$ cat config.mk
export PLATFORM = sky130hd
export DESIGN_NAME = ecmp_queue
export DESIGN_NICKNAME = d
export VERILOG_FILES = /design/src/hw/rtl/ecmp_pkg.sv /design/src/hw/rtl/ecmp_queue.sv
export SDC_FILE = /design/constraint.sdc
export NUM_CORES = 1
export LEC_CHECK = 0
export BUFFER_PORTS_ARGS = -buffer_cell sky130_fd_sc_hd__buf_2
export CORE_MARGIN = 2
export CORE_UTILIZATION = 59
export DETAILED_ROUTE_END_ITERATION = 10
export PLACE_DENSITY = 0.85
export SLEW_MARGIN = 15
export SYNTH_ARGS = -nofsm -noshare
export SYNTH_HDL_FRONTEND = slang
export SYNTH_SLANG_ARGS = --single-unit
$ cat constraint.sdc
create_clock -name clk_i -period 6.51 [get_ports clk_i]
set_clock_uncertainty 0.1 [all_clocks]
set_input_delay 1.953 -clock clk_i [delete_from_list [all_inputs] [get_ports clk_i]]
set_output_delay 1.953 -clock clk_i [all_outputs]
set_load 0.005 [all_outputs]
$ cat src/hw/rtl/ecmp_pkg.sv
`default_nettype none

package ecmp_pkg;

  localparam int unsigned MAX_PATHS   = 16;
  localparam int unsigned CNT_W       = 5;
  localparam int unsigned IDX_W       = 4;
  localparam int unsigned QUEUE_DEPTH = 4;
  localparam int unsigned QPTR_W      = $clog2(QUEUE_DEPTH);
  localparam int unsigned QCNT_W      = $clog2(QUEUE_DEPTH + 1);
  localparam int unsigned NSTAGE      = 12;

  localparam logic [31:0] MH_C1     = 32'hcc9e2d51;
  localparam logic [31:0] MH_C2     = 32'h1b873593;
  localparam logic [31:0] MH_N      = 32'he6546b64;
  localparam logic [31:0] MH_F1     = 32'h85ebca6b;
  localparam logic [31:0] MH_F2     = 32'hc2b2ae35;
  localparam logic [31:0] KEY_BYTES = 32'd12;
  localparam logic [7:0]  PROTO_UDP = 8'h11;

  typedef struct packed {
    logic [31:0]      w0;
    logic [31:0]      w1;
    logic [31:0]      w2;
    logic [CNT_W-1:0] count;
    logic             drop;
  } item_t;

  typedef struct packed {
    logic full;
    logic valid;
  } queue_status_t;

endpackage

`default_nettype wire

$ cat src/hw/rtl/ecmp_queue.sv
`default_nettype none

module ecmp_queue (
  input  wire logic            clk_i,
  input  wire logic            rst_ni,
  input  wire logic            push_i,
  input  wire ecmp_pkg::item_t item_i,
  input  wire logic            pop_i,
  output ecmp_pkg::queue_status_t status_o,
  output ecmp_pkg::item_t      item_o
);
  import ecmp_pkg::*;

  item_t             mem_q [QUEUE_DEPTH];
  logic [QPTR_W-1:0] wr_ptr_q, wr_ptr_d;
  logic [QPTR_W-1:0] rd_ptr_q, rd_ptr_d;
  logic [QCNT_W-1:0] cnt_q, cnt_d;
  logic              do_push, do_pop;

  assign status_o.full  = (cnt_q == QCNT_W'(QUEUE_DEPTH));
  assign status_o.valid = (cnt_q != '0);
  assign do_push        = push_i && !status_o.full;
  assign do_pop         = pop_i && status_o.valid;
  assign item_o         = mem_q[rd_ptr_q];

  always_comb begin
    wr_ptr_d = do_push ? wr_ptr_q + QPTR_W'(1) : wr_ptr_q;
    rd_ptr_d = do_pop ? rd_ptr_q + QPTR_W'(1) : rd_ptr_q;
    cnt_d    = cnt_q;
    if (do_push && !do_pop) begin
      cnt_d = cnt_q + QCNT_W'(1);
    end else if (do_pop && !do_push) begin
      cnt_d = cnt_q - QCNT_W'(1);
    end
  end

  always_ff @(posedge clk_i or negedge rst_ni) begin
    if (!rst_ni) begin
      wr_ptr_q <= '0;
      rd_ptr_q <= '0;
      cnt_q    <= '0;
    end else begin
      wr_ptr_q <= wr_ptr_d;
      rd_ptr_q <= rd_ptr_d;
      cnt_q    <= cnt_d;
    end
  end

  always_ff @(posedge clk_i) begin
    if (do_push) begin
      mem_q[wr_ptr_q] <= item_i;
    end
  end

endmodule

`default_nettype wire

==> metrics.txt, run 1 <==
status=finished clean; Setup CP Type=flop to output port; residual DRC count=0; internal power=5.89 mW; cells on worst reg2reg path=4; area grow syn2layout=17.1%; ranking of synthesized cells by area=edfxtp_1 (81%), mux4_2 (15%), dfrtp_1 (1.2%), buf_12 (0.79%), ha_1 (0.41%); I/O pin total=210; Reg power frac=between 40% and 50%; CP peak stage delay=approximately 1.2 ns; Cells after Synth=568; RR Endpoint=mem_q[0][57]; Final TNS setup=0 ns; Die ar.=about 0.027 sq mm; post-route ant nets=0; Fmax=between 0.2 and 0.25 GHz; Syn Area/Cell=26.7 sq um; Pleak=6.08 nW; worst r2r src=cnt_q[2]; met2 Use GR=36.2%; Max VDD drop=0.000402 V; initial antenna violation count=6; # clock sinks=approximately 420; first-pass GRT wire length=42.1 mm; sequential share of the synthesized area=between 80% and 90%; nets=919; commonest non-fill, non-tap cell in the layout=edfxtp_1; Max clock buf depth=3; RSZ-0062 raised after global routing=no; fraction of layout cells with a size suffix above 1=roughly 46%; DR vias/cell=slightly below 6; TritonCTS clock tree=built; vias in the first global route=7305; Least-Margin Pin Slew=1.12 ns; drt pass-1 iters=4; Sw Ratio=26.9%; Hold/Removal Path Class=flop to flop; Layout Cells excl Fill=1167; post-route minimum period=4.86 ns; Crit path required time=4.46 ns; Root Buffer=clkbuf_16; DRT Wirelength=approximately 28 mm; critical path startpoint=rd_ptr_q[1]; Placed Instance Area=0.0165 sq mm; final worst slack=1.65 ns; Netlist cell types=23; commonest non-fill, non-tap cells in the layout=edfxtp_1 (408), buf_2 (209), mux4_2 (102); initial core utilization=60.1%; Crit path arrival time=2.81 ns; GRT Max-Usage Layer=met2; max-slew violation count=0; Yosys top cell by area=edfxtp_1; crit path to=item_o[42]; fraction of power consumed by the clock network=27.4%; First DRT Iteration DRCs=662; Synth top area share=80.7%; TritonCTS Buffers=41; Die W=164 um; syn_nets=between 600 and 700; crit path launch type=flop; Die H=164 um; postcts setup bufs=0; Avg WL per Cell=24.3 um; M3 GR Usage=~4.6%; largest net degree at the start of global routing=77; worst-path fanout max=76; Net Switching=between 2 and 2.5 mW; Tot GR Track Use=21.3%; Fillers=1534; Syn. warnings=0; Worst path slowest cell=dfrtp_4; Syn Std Cell Area=0.0152 sq mm; Via Count=6764; Setup WS pre-CTS=2.11 ns; slew margin rel.=around a quarter; r2r setup slk=approximately 3.6 ns; Final Hold Vio Count=0; routability cong.=0.796; # hold bufs at CTS=0; final count of negative-setup-slack endpoints=0; Rows=a little under 60; combinational share of power=25.0%; H-Tree Depth=2; Detail Placement HPWL=about 18 mm; Critical Path, Cell by Cell=buf_4 > mux4_2 > buf_2; CP Capture Type=output port; grt total ovfl=0; Design Power=8.06 mW; #FFs+latches synth=415; hold depth=1; cells resized by post-CTS repair=0; Core Area=0.0253 sq mm; fin area=about 0.018 sq mm; pwr dens=454 mW/mm^2; Clock Pin Slew Worst Setup and Hold Paths=around 0.06 ns; Post-Place Cells=between 1000 and 1500; Buffers on Ports=209; fin crit share=between 70% and 80%; clk_lat worst skew=around 0.51 ns; GR Util met1=28.1%; max_cap viols=0
==> synthesized netlist by cell type <==
| cell type | n |
|---|---|
| edfxtp_1 | 408 |
| mux4_2 | 102 |
| buf_2 | 9 |
| dfrtp_1 | 7 |
| buf_12 | 6 |
| ha_1 | 5 |
| and2_1 | 4 |
| buf_4 | 4 |
| xnor2_1 | 4 |
| inv_1 | 3 |
| buf_1 | 2 |
| mux2_2 | 2 |
| xor2_1 | 2 |
| buf_6 | 1 |
| buf_8 | 1 |
| clkbuf_1 | 1 |
| fa_1 | 1 |
| nand2_1 | 1 |
| nand3_1 | 1 |
| nor2_1 | 1 |
| nor2b_1 | 1 |
| nor3b_2 | 1 |
| or3_1 | 1 |
==> layout make-up <==
cell class              count  area (sq um)  area share, %
diodes                      5          12.5         0.0704
flip-flops and latches    415         12400           69.9
multi-input cells         126          2530           14.2
clock inverters            19           186           1.05
repair buffers            220          1140           6.42
clock buffers              49          1060           5.94
inverters                   3          11.3         0.0633
well taps                 330           413           2.32
==> stage by stage <==
step	utilization, %	hold WS, ns
after global placement	65.4	0.360
final	70.4	0.447
after CTS	70.4	0.431
after detailed placement	65.4	0.420
after floorplan	-	0.345
after global routing	70.4	0.459
==> sequential cells by signal, indices dropped and copies added, names as in the netlist <==
| register | cells |
|---|---|
| cnt_q | 3 |
| rd_ptr_q | 2 |
| wr_ptr_q | 2 |
| mem_q | 408 |
==> layer usage <==
metal  share of wire (%)  vias up
met5               0.067        -
met4                 2.3        4
met3                 6.9       57
met2                  52      251
met1                  38     3528
li1                    -     2924
==> worst min-delay path by stage <==
stage	from	end	slack, ns
global placement	cnt_q[2]	cnt_q[2]	0.36
global route	cnt_q[2]	cnt_q[2]	0.46
floorplan	cnt_q[2]	cnt_q[2]	0.35
CTS	cnt_q[2]	cnt_q[2]	0.43
finish	cnt_q[2]	cnt_q[2]	0.45
detailed placement	cnt_q[2]	cnt_q[2]	0.42
==> worst max-delay path: cells and delay by family (launching register included) <==
kind / cells / cell delay (ns)
flops: 1 / 1.16
buf+inv: 2 / 0.68
mux: 1 / 0.42
==> power by group through the flow <==
stage | Sequential, mW | Combinational [mW] | Clock [mW]
floorplan | 3.71 | 1.47 | 0
global placement | 3.85 | 2.00 | 0
detailed placement | 3.91 | 2.05 | 0
CTS | 3.86 | 2.07 | 2.24
global route | 3.90 | 2.18 | 2.34
finish | 3.84 | 2.01 | 2.21
==> kinds of logic (layout without fill, tap and decap cells) <==
| logic type | after synthesis | after routing | share of synthesized area (%) |
|---|---|---|---|
| AND/OR/NAND/NOR | 10 | 10 | 0.412 |
| flip-flops | 415 | 415 | 81.8 |
| XOR/XNOR | 6 | 6 | 0.346 |
| other | 0 | 5 | 0 |
| adder cells (fa/ha/maj) | 6 | 6 | 0.544 |
| multiplexers | 104 | 104 | 15.3 |
| buffers and inverters | 27 | 291 | 1.61 |
Note: power is estimated with default switching activity, not from simulation.
==> run 2, diff against run 1 <==
--- a/config.mk
+++ b/config.mk
@@ -7,9 +7,9 @@
 export LEC_CHECK = 0
 export BUFFER_PORTS_ARGS = -buffer_cell sky130_fd_sc_hd__buf_2
 export CORE_MARGIN = 2
-export CORE_UTILIZATION = 59
+export CORE_UTILIZATION = 57
 export DETAILED_ROUTE_END_ITERATION = 10
-export PLACE_DENSITY = 0.85
+export PLACE_DENSITY = 0.82
 export SLEW_MARGIN = 15
 export SYNTH_ARGS = -nofsm -noshare
 export SYNTH_HDL_FRONTEND = slang
==> constraint.sdc (replaced) <==
create_clock -name clk_i -period 4.7 [get_ports clk_i]
set_clock_uncertainty 0.1 [all_clocks]
set_input_delay 1.41 -clock clk_i [delete_from_list [all_inputs] [get_ports clk_i]]
set_output_delay 1.41 -clock clk_i [all_outputs]
set_load 0.005 [all_outputs]
==> run 2 against run 1 <==
Compared with the run above:
- the flow now finishes with violations (DRC)
- worst hold slack worse by 0.011 ns
- register-to-register slack worse by 1.5 ns
- non-clock buffer count up 1
- clock power rose by 43%
- final area up 0.89%
- utilization down 1.8 points
- wire length decreased by 3.9%
- cell count rose by 0.77%
- worst setup slack lost 0.86 ns
- die area rose by 3.4%
- critical path depth did not move
- first-iteration DRC count is 15% lower
- largest cell class unchanged
- largest power group unchanged
- highest routed layer is now met4
==> metrics.txt, run 2 (synthesized netlist as in run 1, its figures left out) <==
commonest non-fill, non-tap cell in the layout=edfxtp_1; violated checks=DRC; RR Endpoint=mem_q[0][29]; Buffers on Ports=209 (unchanged); max-slew violation count=0 (unchanged); area grow syn2layout=18.1%; status=complete, but fails checks; crit path launch type=flop; CP top delay family=flip-flops; initial antenna violation count=3 (-3); CP Capture Type=output port; TritonCTS clock tree=built; RSZ-0062 raised after global routing=no; slew margin rel.=55.8% (+31 points); cells resized by post-CTS repair=0 (unchanged); final worst slack=0.792 ns (-0.857 ns); drt pass-1 iters=8 (+4); postcts setup bufs=0 (unchanged); # hold bufs at CTS=0 (unchanged); initial core utilization=58.1% (-2.0 points); Die H=167 um (+1.7%); Fmax=0.256 GHz; max_cap viols=0 (unchanged); Max VDD drop=0.000408 V (+1.4%); r2r setup slk=2.14 ns (-1.48 ns); Hold/Removal Path Class=flop to flop; commonest non-fill, non-tap cells in the layout=edfxtp_1 (408), buf_2 (209), mux4_2 (102); Net Switching=3.01 mW (+39%); worst r2r src=cnt_q[2]; post-route minimum period=just under 4 ns; Sw Ratio=26.6% (-0.29 points); first-pass GRT wire length=42.7 mm (+1.4%); Least-Margin Pin Slew=0.664 ns (-0.458 ns); combinational share of power=26.0% (+1.0 points); I/O pin total=210 (unchanged); Die ar.=0.0280 sq mm (+3.4%); final count of negative-setup-slack endpoints=0 (unchanged); Critical Path, Cell by Cell=buf_12 > mux4_2 > buf_2; fin crit share=83.1%; CP bufs+invs=2 (unchanged); # clock sinks=415 (unchanged); Design Power=11.3 mW (+40%); largest net degree at the start of global routing=103 (+34%); hold depth=1 (unchanged); Clock Pin Slew Worst Setup and Hold Paths=0.06 ns (about the same); Detail Placement HPWL=16.5 mm (-6.0%); Final Hold Vio Count=0 (unchanged); Crit path arrival time=2.40 ns (-0.41 ns); grt total ovfl=0 (unchanged); fraction of power consumed by the clock network=28.0% (+0.6 points); fraction of layout cells with a size suffix above 1=46.5% (+0.39 points); pwr dens=629 mW/mm^2 (+39%); DRT Wirelength=27.2 mm (-3.9%); Die W=167 um (+1.7%); Root Buffer=clkbuf_16; First DRT Iteration DRCs=563 (-15%); crit path to=item_o[40]; Pleak=6.14 nW (+0.97%); CP peak stage delay=0.78 ns (-0.38 ns); Fillers=1559 (+1.6%); residual DRC count=13 (+13); Max clock buf depth=3 (unchanged); cells on worst reg2reg path=4 (unchanged); routability cong.=0.741 (-6.9%); worst-path fanout max=37 (-51%); post-route ant nets=0 (unchanged); max reg flops=408 (unchanged); TritonCTS Buffers=41 (unchanged); top flop regs=mem_q x408, cnt_q x3; Via Count=6779 (+0.22%); H-Tree Depth=2 (unchanged); internal power=8.28 mW (+41%); vias in the first global route=7520 (+2.9%); Crit path required time=3.19 ns (-1.27 ns); Avg WL per Cell=23.1 um (-4.6%); clk_lat worst skew=0.52 ns (about the same); Setup CP Type=flop to output port; DR vias/cell=5.76 (-0.55%); Core Area=0.0261 sq mm (+3.5%); critical path startpoint=rd_ptr_q[0]; Final TNS setup=0 ns (unchanged); Reg power frac=46.1% (-1.5 points); Rows=59 (+1.7%); critical path depth=3 (unchanged); Most flops, register=mem_q; Tot GR Track Use=20.1% (-1.2 points); worst hold slack=0.436 ns (-0.0107 ns); nets=920 (+0.11%); Setup WS pre-CTS=1.21 ns (-0.900 ns); Worst path slowest cell=dfrtp_4
run 2: cell count changes in the layout (fill, tap and decap cells not counted):
| cell | change |
|---|---|
| buf_12 | +6 |
| buf_4 | -5 |
| clkbuf_16 | +2 |
| clkinv_4 | +1 |
| clkinvlp_4 | +1 |
| diode_2 | -2 |
| inv_6 | +1 |
run 2: worst min path at each step:
stage	from	to	slack, ns
final	cnt_q[2]	cnt_q[2]	0.44
after CTS	cnt_q[2]	cnt_q[2]	0.44
after global routing	cnt_q[2]	cnt_q[2]	0.46
after global placement	cnt_q[2]	cnt_q[2]	0.36
after detailed placement	cnt_q[2]	cnt_q[2]	0.42
after floorplan	cnt_q[2]	cnt_q[2]	0.35
run 2: power groups by stage:
stage | Combinational, mW | Sequential (mW) | Clock [mW]
CTS | 3.01 | 5.22 | 3.23
floorplan | 2.03 | 5.14 | 0
global route | 3.17 | 5.28 | 3.38
finish | 2.93 | 5.21 | 3.16
global placement | 2.92 | 5.22 | 0
detailed placement | 2.98 | 5.29 | 0
run 2: per-layer routing:
layer	vias to the layer above	global-route usage (%)	part of all wire [%]	routed length (um)
met3	57	3.85	5.2	1410
met5	-	0	0	0
met4	0	7.26	3.1	832
met1	3563	24.8	38	10300
met2	214	35.9	54	14700
li1	2945	-	-	-
run 2: final cells by class:
type	count	area [sq um]	share of cell area [%]
Timing Repair Buffer	221	1220	6.82
Clock inverter	22	211	1.18
Inverter	3	11.3	0.0628
Tap cell	335	419	2.34
Sequential cell	415	12400	69.3
Antenna cell	3	7.51	0.0418
Multi-Input combinational cell	126	2530	14.1
Clock buffer	51	1110	6.16
run 2: through the flow:
stage,cells,util (%),area (sq um)
2_1_floorplan,568,-,15200
3_3_place_gp,1100,63.6,16600
3_5_place_dp,1100,63.6,16600
4_1_cts,1173,68.6,17900
5_1_grt,1176,68.7,17900
6_report,1176,68.7,17900
