$ cat config.mk
export PLATFORM = sky130hd
export DESIGN_NAME = ecmp_front
export DESIGN_NICKNAME = d
export VERILOG_FILES = /design/src/hw/rtl/ecmp_pkg.sv /design/src/hw/rtl/ecmp_front.sv
export SDC_FILE = /design/constraint.sdc
export NUM_CORES = 1
export LEC_CHECK = 0
export ABC_AREA = 0
export BUFFER_PORTS_ARGS = -buffer_cell sky130_fd_sc_hd__buf_2
export CORE_UTILIZATION = 30
export CTS_CLUSTER_SIZE = 12
export DETAILED_ROUTE_END_ITERATION = 10
export GPL_TIMING_DRIVEN = 1
export SYNTH_ARGS = -nofsm -noshare
export SYNTH_HDL_FRONTEND = slang
export SYNTH_SLANG_ARGS = --single-unit
$ cat constraint.sdc
create_clock -name clk_i -period 7 [get_ports clk_i]
set_input_delay 1.05 -clock clk_i [delete_from_list [all_inputs] [get_ports clk_i]]
set_output_delay 1.05 -clock clk_i [all_outputs]
set_load 0.02 [all_outputs]
$ cat src/hw/rtl/ecmp_pkg.sv
`default_nettype none

package ecmp_pkg;

  localparam int unsigned MAX_PATHS   = 16;
  localparam int unsigned CNT_W       = 5;
  localparam int unsigned IDX_W       = 4;
  localparam int unsigned QUEUE_DEPTH = 4;
  localparam int unsigned QPTR_W      = $clog2(QUEUE_DEPTH);
  localparam int unsigned QCNT_W      = $clog2(QUEUE_DEPTH + 1);
  localparam int unsigned NSTAGE      = 12;

  localparam logic [31:0] MH_C1     = 32'hcc9e2d51;
  localparam logic [31:0] MH_C2     = 32'h1b873593;
  localparam logic [31:0] MH_N      = 32'he6546b64;
  localparam logic [31:0] MH_F1     = 32'h85ebca6b;
  localparam logic [31:0] MH_F2     = 32'hc2b2ae35;
  localparam logic [31:0] KEY_BYTES = 32'd12;
  localparam logic [7:0]  PROTO_UDP = 8'h11;

  typedef struct packed {
    logic [31:0]      w0;
    logic [31:0]      w1;
    logic [31:0]      w2;
    logic [CNT_W-1:0] count;
    logic             drop;
  } item_t;

  typedef struct packed {
    logic full;
    logic valid;
  } queue_status_t;

endpackage

`default_nettype wire

$ cat src/hw/rtl/ecmp_front.sv
`default_nettype none

module ecmp_front (
  input  wire logic            clk_i,
  input  wire logic            rst_ni,
  input  wire logic            in_valid_i,
  output logic                 in_stall_o,
  input  wire logic [31:0]     source_address_i,
  input  wire logic [31:0]     destination_address_i,
  input  wire logic [15:0]     source_port_i,
  input  wire logic [15:0]     destination_port_i,
  input  wire logic [7:0]      ip_protocol_i,
  input  wire logic [4:0]      path_count_i,
  input  wire ecmp_pkg::queue_status_t q_status_i,
  output logic                 push_o,
  output ecmp_pkg::item_t      item_o
);
  import ecmp_pkg::*;

  logic             vld_q, vld_d;
  item_t            item_q, item_d;
  logic             accept;
  logic [CNT_W-1:0] count_sat;

  assign in_stall_o = vld_q && q_status_i.full;
  assign accept     = in_valid_i && !in_stall_o;
  assign push_o     = vld_q && !q_status_i.full;
  assign item_o     = item_q;

  always_comb begin
    count_sat = (path_count_i > CNT_W'(MAX_PATHS)) ? CNT_W'(MAX_PATHS) : path_count_i;
    item_d.w0    = source_address_i;
    item_d.w1    = destination_address_i;
    item_d.w2    = {destination_port_i, source_port_i};
    item_d.count = count_sat;
    item_d.drop  = (count_sat == '0) || (ip_protocol_i != PROTO_UDP);
  end

  always_comb begin
    vld_d = vld_q;
    if (accept) begin
      vld_d = 1'b1;
    end else if (push_o) begin
      vld_d = 1'b0;
    end
  end

  always_ff @(posedge clk_i or negedge rst_ni) begin
    if (!rst_ni) begin
      vld_q <= 1'b0;
    end else begin
      vld_q <= vld_d;
    end
  end

  always_ff @(posedge clk_i) begin
    if (accept) begin
      item_q <= item_d;
    end
  end

endmodule

`default_nettype wire

==> impl_metrics.toml, run 1 <==
[outcome]
status = "complete, no violations"

[detailed_routing]
drc = 0
wl_per_cell_um = 15.0
drtPass1Iterations = 4
vias_per_cell = 4.10
drt_iter0_markers = 49
ant_nets = 0
num_vias = 1987
totalWireLength_um = 7290

[clock_network]
clock_sinks = 103
cts-resized-gates = 0
ctsHtreeMaxLevel = 3
insertion_delay_ns = 0.36
tritoncts = "yes"
cts_root_buf = "clkbuf_8"
cts_setup_buffers = 0
cts_made_buffers = 9
postCtsHoldBufs = 0
clk_pin_slew_ns = 0.10
cts_buffer_depth = 2

[timing]
final.min_clock_period_ns = 2.57
setup_viol = 0
relSlewSlack_pct = 58.0
rsz0062_at_grt = "no"
finalClockSkew_ns = 0.0149
tightest_slew_ns = 0.629
post-route-period-util_pct = 36.7
fmax_mhz = 389
slew_viol_final = 0
post-route-worst-setup-slack_ns = 4.43
hold_viol = 0
tns_ns = 0

[power]
swShare_pct = 22.4
p_leak_nw = 1.98
p_seq_share_pct = 58.3
comb_power_share_pct = 9.9
p_switching_uw = 279
p_clk_share_pct = 31.7
powerDensity_nw_per_um2 = 267
ir_drop_mv = 0.127
p_int_uw = 964

[critical_path]
crit_arrival_ns = 1.52
cp_common_cell = "buf_2"
critPathMaxStageDelay_ns = 0.19
crit_chain = "buf_2 -> and2_1 -> buf_2"
cp.required_ns = 5.95
critPathKind = "in2out"
crit_fanout = 3
cp_slowest_cell = "and2_1"
start_kind = "primary input"
cp-end-kind = "output port"

[layout]
diodes = 0
drive_gt1_share_pct = 67.0
nets = 458
area_delta_synth_final_pct = 46.7
utilization_pct = 45.3

[floorplanning]
die-area_um2 = 11000
die_h_um = 105
row_count = 37
core_um2 = 10300
start_util_pct = 30.9
io_pins = 218
die_w_um = 105

[global_route]
grt-ovfl-total = 0
grt_max_degree = 52
grt_antenna_before_repair = 1
grt_pass1_vias = 2083
grt_usage_pct = 13.3
grt_pass1_wl_um = 10600

[yosys]
synth_largest_area_cell = "edfxtp_1"
netlist-cell-type-count = 9
netlist_top_cells_count = "edfxtp_1 (102), nor2b_1 (6), nor4b_1 (2)"
ys.warnings.count = 0
synth_most_common_cell = "edfxtp_1"
yosys-top-cells-area = "edfxtp_1 (96%), nor2b_1 (1.2%), dfrtp_1 (0.79%), nor4b_1 (0.55%), o211ai_1 (0.24%)"
synth_seq_cells = 103
synth-async-reset-ratio_pct = 0.971
netlist_area_um2 = 3170
synthFlopType = "edfxtp_1"
synth_top_area_share_pct = 96.5
syn_area_per_cell_um2 = 27.4
yosysSeqAreaShare_pct = 97.3
synth_edf_count = 102
syn-num-nets = 230
syn-instance-count = 116

[place]
place_ws_ns = 4.44
io_buffer_count = 216
gp_congestion = 0.745
dp_hpwl_um = 5630

[run]
maxCapViolCount = 0

[min_path]
hp-class = "in2async"
-- path summary, 6_finish.rpt --
check	from	cells past startpoint	slack, ns	endpoint
min reg2reg	vld_q	2	0.71	vld_q
max reg2reg	vld_q	3	5.37	item_o[13]
max in group asynchronous	rst_ni	1	6.48	vld_q
min in group clk_i	vld_q	2	0.71	vld_q
max	q_status_i[1]	3	4.43	in_stall_o
min	rst_ni	1	0.44	vld_q
-- area by class of cell --
| type | count | area, um2 |
|---|---|---|
| fillers | 961 | 5620 |
| flip-flops and latches | 103 | 3090 |
| repair buffers | 218 | 1100 |
| well taps | 136 | 170 |
| clock buffers | 10 | 128 |
| multi-input cells | 12 | 90.1 |
| clock inverters | 6 | 83.8 |
-- registers in the layout, indices dropped and copies added (netlist names) --
name    cells
vld_q       1
item_o    102
-- metrics by stage --
stage / cell area [um2] / total power, mW / hold WS, ns / cells
floorplan: 3170 / 0.802 / 0.728 / 116
global placement: 4440 / 0.863 / 0.660 / 469
detailed placement: 4440 / 0.865 / 0.676 / 469
CTS: 4660 / 1.26 / 0.417 / 485
global route: 4660 / 1.29 / 0.413 / 485
finish: 4660 / 1.24 / 0.442 / 485
-- cell usage in the layout, fill, tap and decap left out --
master,count
and2_1,1
buf_2,216
buf_4,2
bufinv_16,2
clkbuf_1,1
clkbuf_8,9
clkinv_2,3
dfrtp_1,1
edfxtp_1,102
inv_6,1
nor2b_1,5
nor2b_4,1
nor4b_1,2
o211ai_1,1
or2_1,1
or4_1,1
-- metal layers --
layer  global-route usage [%]  vias up  wire [um]
met5                        0        -         15
met4                     6.34        2        164
met3                     8.05       17        923
met2                     22.4      119       3760
met1                     12.7      932       2430
li1                         -      917          -
-- critical path: cells and delay by family --
| kind | cells | cell delay (ns) |
|---|---|---|
| buffers and inverters | 2 | 0.27 |
| and+or+nand+nor | 1 | 0.19 |
-- power groups by stage --
stage,Sequential (mW),Combinational (mW),Clock (mW)
3_5_place_dp,0.740,0.125,0
4_1_cts,0.726,0.125,0.409
2_1_floorplan,0.788,0.0142,0
5_1_grt,0.729,0.132,0.431
6_report,0.726,0.124,0.394
3_3_place_gp,0.739,0.124,0
-- cell families (layout without fill, tap and decap cells) --
logic type      after synthesis  after routing  share of synthesized area, %
buf+inv                       1            234                         0.118
compound gates                1              1                         0.237
simple gates                 11             11                          2.37
flops                       103            103                          97.3
Note: power is estimated with default switching activity, not from simulation.
==> run 2, diff against run 1 <==
--- a/config.mk
+++ b/config.mk
@@ -5,7 +5,7 @@
 export SDC_FILE = /design/constraint.sdc
 export NUM_CORES = 1
 export LEC_CHECK = 0
-export ABC_AREA = 0
+export ABC_AREA = 1
 export BUFFER_PORTS_ARGS = -buffer_cell sky130_fd_sc_hd__buf_2
 export CORE_UTILIZATION = 30
 export CTS_CLUSTER_SIZE = 12
==> constraint.sdc (replaced) <==
create_clock -name clk_i -period 2.4 [get_ports clk_i]
set_input_delay 0.36 -clock clk_i [delete_from_list [all_inputs] [get_ports clk_i]]
set_output_delay 0.36 -clock clk_i [all_outputs]
set_load 0.02 [all_outputs]
==> impl_metrics.toml, run 2 <==
[layout]
diodes = 0
final_area_um2 = 4720
largest_register_ffs = 102
register_area_um2 = 3090
multiInputGateArea_um2 = 86.3
fillers = 945
area_delta_synth_final_pct = 46.6
layout_common_cells = "buf_2 (216), edfxtp_1 (102), inv_1 (13)"
layout_commonest_cell = "buf_2"
utilization_pct = 45.5
drive_gt1_share_pct = 63.6
nets = 480

[critical_path]
cp_slowest_cell = "buf_4"
r2r_cells = 4
critPathMaxStageDelay_ns = 0.46
critPathKind = "reg2reg"
start_kind = "flop"
crit_arrival_ns = 1.50
cpLargestDelayFamily = "buffers and inverters"
cp-end-kind = "flop"
crit_fanout = 41
cp.required_ns = 2.40
crit_buf_inv = 2
r2r_end = "item_o[24]"
crit_chain = "nand2_2 -> inv_4 -> nor2_4 -> buf_4"
reg2reg_from = "vld_q"
r2r_setup_slack_ns = 0.90

[floorplanning]
core_um2 = 10400
die_h_um = 106
row_count = 37
io_pins = 218
die-area_um2 = 11200
start_util_pct = 31.1
die_w_um = 106

[detailed_routing]
vias_per_cell = 4.00
wl_per_cell_um = 13.6
ant_nets = 0
drc = 0
top_layer = "met5"
num_vias = 2027
m1WireLength_um = 2450
met2WireLength_um = 3720
totalWireLength_um = 6890
drt_iter0_markers = 58
wl_met3_um = 621
drtPass1Iterations = 4

[place]
io_buffer_count = 216
place_ws_ns = 0.809
placed_cell_area_um2 = 4510
gp_congestion = 0.670
dp_hpwl_um = 5350

[yosys]
netlist-cell-type-count = 8
synth-async-reset-ratio_pct = 0.971
synth_seq_cells = 103
syn_area_per_cell_um2 = 23.5
synth_edf_count = 102
synth_top_area_share_pct = 95.1
synthFlopType = "edfxtp_1"
netlist_top_cells_count = "edfxtp_1 (102), inv_1 (14), nor2_1 (8)"
yosysSeqAreaShare_pct = 95.9
synth_largest_area_cell = "edfxtp_1"
syn-instance-count = 137
yosys-top-cells-area = "edfxtp_1 (95%), inv_1 (1.6%), nor2_1 (0.93%), nand2_1 (0.82%), dfrtp_1 (0.78%)"
ys.warnings.count = 0
syn-num-nets = 251
synth_most_common_cell = "edfxtp_1"
netlist_area_um2 = 3220

[min_path]
worstHoldStart = "destination_address_i[8]"
min_to = "item_o[46]"
hp-class = "in2reg"
holdPathStages = 1

[timing]
post-route-period-util_pct = 62.5
post-route-worst-setup-slack_ns = 0.899
tightest_slew_ns = 0.524
hold_viol = 0
fmax_mhz = 666
relSlewSlack_pct = 65.1
setup_viol = 0
rsz0062_at_grt = "no"
finalClockSkew_ns = 0.00978
hold_ws_ns = 0.169
final.min_clock_period_ns = 1.50
tns_ns = 0
slew_viol_final = 0

[clock_network]
postCtsHoldBufs = 1
cts_buffer_depth = 2
clk_pin_slew_ns = 0.10
cts_setup_buffers = 0
cts-resized-gates = 0
clock_sinks = 103
cts_made_buffers = 9
tritoncts = "yes"
insertion_delay_ns = 0.35
cts_root_buf = "clkbuf_8"
ctsHtreeMaxLevel = 3

[global_route]
grt_pass1_vias = 2059
grt_max_degree = 62
grt_usage_pct = 12.4
grt-ovfl-total = 0
grt_antenna_before_repair = 2
grt_pass1_wl_um = 10200

[power]
p_leak_nw = 2.07
ir_drop_mv = 0.319
powerDensity_nw_per_um2 = 757

[outcome]
status = "complete, no violations"

[run]
maxCapViolCount = 0
[run 2: worst max-delay path by stage]
stage / startpoint / end / cells past startpoint
final: vld_q / item_o[24] / 4
after CTS: vld_q / item_o[67] / 4
after global placement: q_status_i[1] / item_o[43] / 5
after global routing: vld_q / item_o[47] / 4
after floorplan: vld_q / item_o[0] / 3
after detailed placement: q_status_i[1] / item_o[30] / 5
[run 2: final cells by class]
class / count / share of cell area [%]
Clock buffer: 9 / 2.62
Clock inverter: 7 / 1.67
Inverter: 14 / 1.17
Multi-Input combinational cell: 19 / 1.83
Sequential cell: 103 / 65.4
Tap cell: 136 / 3.60
Timing Repair Buffer: 219 / 23.7
[run 2: metrics by stage]
step / cells / power [mW]
floorplan: 137 / 2.34
global placement: 490 / 2.52
detailed placement: 490 / 2.53
CTS: 507 / 3.63
global route: 507 / 3.72
finish: 507 / 3.57
[run 2: cells by family after synthesis]
| family | count (synthesis) | synth area share, % |
|---|---|---|
| buffers and inverters | 15 | 1.75 |
| flip-flops | 103 | 95.9 |
| AO/OA/AOI/OAI | 2 | 0.311 |
| AND/OR/NAND/NOR | 17 | 2.06 |
[run 2: where the power goes]
part / internal [mW] / switching, mW
Clock: 0.497 / 0.589
Sequential: 2.09 / 0.0215
Combinational: 0.137 / 0.234
[run 2: worst reg2reg max path, delay by kind of cell, from the launching register on]
family	cells	cell delay, ns
buf+inv	2	0.50
simple gates	2	0.22
flops	1	0.40
[run 2: routing by layer]
metal / GRT usage [%] / up-vias
met4: 5.36 / 2
met5: 0 / -
met1: 12.8 / 937
met2: 22.5 / 110
met3: 4.70 / 11
li1: - / 967
==> run 3, diff against run 2 <==
--- a/config.mk
+++ b/config.mk
@@ -5,7 +5,7 @@
 export SDC_FILE = /design/constraint.sdc
 export NUM_CORES = 1
 export LEC_CHECK = 0
-export ABC_AREA = 1
+export ABC_AREA = 0
 export BUFFER_PORTS_ARGS = -buffer_cell sky130_fd_sc_hd__buf_2
 export CORE_UTILIZATION = 30
 export CTS_CLUSTER_SIZE = 12
==> constraint.sdc (replaced) <==
create_clock -name clk_i -period 1.5 [get_ports clk_i]
set_input_delay 0.225 -clock clk_i [delete_from_list [all_inputs] [get_ports clk_i]]
set_output_delay 0.225 -clock clk_i [all_outputs]
set_load 0.02 [all_outputs]
==> impl_metrics.toml, run 3 (synthesis gave the netlist of run 1 again) <==
[outcome]
status = "complete, no violations"

[floorplanning]
die_w_um = 105
row_count = 37
die-area_um2 = 11000
die_h_um = 105
start_util_pct = 30.9
core_um2 = 10300
io_pins = 218

[clock_network]
cts-resized-gates = 0
cts_setup_buffers = 0
clock_sinks = 103
cts_made_buffers = 9
ctsHtreeMaxLevel = 3
insertion_delay_ns = 0.36
postCtsHoldBufs = 1
cts_buffer_depth = 2
cts_root_buf = "clkbuf_8"
tritoncts = "yes"
clk_pin_slew_ns = 0.09

[timing]
fmax_mhz = 740
setup_viol = 0
hold_viol = 0
finalClockSkew_ns = 0.00749
slew_viol_final = 0
post-route-worst-setup-slack_ns = 0.149
tightest_slew_ns = 0.293
tns_ns = 0
relSlewSlack_pct = 80.4
final.min_clock_period_ns = 1.35
rsz0062_at_grt = "no"
post-route-period-util_pct = 90.0
hold_ws_ns = 0.0364

[layout]
area_delta_synth_final_pct = 46.4
drive_gt1_share_pct = 66.9
layout_commonest_cell = "buf_2"
largest_register_ffs = 102
nets = 459
layout_common_cells = "buf_2 (216), edfxtp_1 (102), clkbuf_8 (9)"
fillers = 968
diodes = 0

[critical_path]
reg2reg_from = "vld_q"
crit_arrival_ns = 1.39
critPathMaxStageDelay_ns = 0.39
r2r_cells = 3
crit_fanout = 54
r2r_end = "item_o[91]"
crit_chain = "and2_4 -> nor2b_4 -> buf_12"
critPathKind = "reg2reg"
cp-end-kind = "flop"
r2r_setup_slack_ns = 0.15
cp.required_ns = 1.54
start_kind = "flop"
cp_slowest_cell = "dfrtp_1"

[place]
place_ws_ns = 0.173
io_buffer_count = 216
dp_hpwl_um = 5730
gp_congestion = 0.757

[detailed_routing]
drtPass1Iterations = 4
wl_per_cell_um = 15.3
vias_per_cell = 4.07
drc = 0
ant_nets = 0
drt_iter0_markers = 83
num_vias = 1977
totalWireLength_um = 7450

[global_route]
grt_max_degree = 55
grt_pass1_wl_um = 10700
grt_pass1_vias = 2052
grt_antenna_before_repair = 1
grt-ovfl-total = 0
grt_usage_pct = 13.8

[power]
total_power_mw = 5.47
p_leak_nw = 1.96
powerDensity_nw_per_um2 = 1180
ir_drop_mv = 0.627

[min_path]
worstHoldStart = "destination_address_i[0]"
min_to = "item_o[38]"
hp-class = "in2reg"
holdPathStages = 1

[run]
maxCapViolCount = 0
run 3: metrics by stage:
| step | instances | area [um2] | utilization, % |
|---|---|---|---|
| detailed placement | 469 | 4470 | 43.5 |
| floorplan | 116 | 3180 | - |
| global placement | 469 | 4470 | 43.5 |
| CTS | 486 | 4650 | 45.2 |
| global route | 486 | 4650 | 45.2 |
| finish | 486 | 4650 | 45.2 |
run 3: critical path: cells and delay by family, from the launching register on:
| family | cells | cell delay, ns |
|---|---|---|
| DFF | 1 | 0.39 |
| and+or+nand+nor | 2 | 0.32 |
| buffers and inverters | 1 | 0.27 |
run 3: layout make-up:
type,instances,area (um2),share of cell area (%)
multi-input cells,12,92.6,1.99
clock inverters,6,37.5,0.808
flip-flops and latches,103,3090,66.5
well taps,136,170,3.66
repair buffers,219,1130,24.3
clock buffers,10,128,2.75
run 3: worst max-delay path by stage:
stage           from          to  slack (ns)  cells after the start
6_report       vld_q  item_o[91]        0.15                      3
5_1_grt        vld_q  item_o[12]        0.12                      3
4_1_cts        vld_q  item_o[40]        0.15                      3
3_5_place_dp   vld_q  item_o[16]        0.17                      3
3_3_place_gp   vld_q  item_o[68]        0.20                      3
2_1_floorplan  vld_q   item_o[0]       -0.96                      2
run 3: power breakdown:
part | total [mW] | leakage (nW) | switching [mW] | internal [mW]
clock | 1.49 | 0.0797 | 0.899 | 0.596
combinational | 0.591 | 0.901 | 0.367 | 0.224
sequential | 3.38 | 0.981 | 0.0356 | 3.35
total | 5.47 | 1.96 | 1.30 | 4.17
run 3: metal layers:
layer	track usage (%)	wire length [um]	vias up
met5	0	8	-
met4	7.85	191	2
met3	7.92	944	15
met2	23.3	3820	116
met1	13.0	2480	926
li1	-	-	918
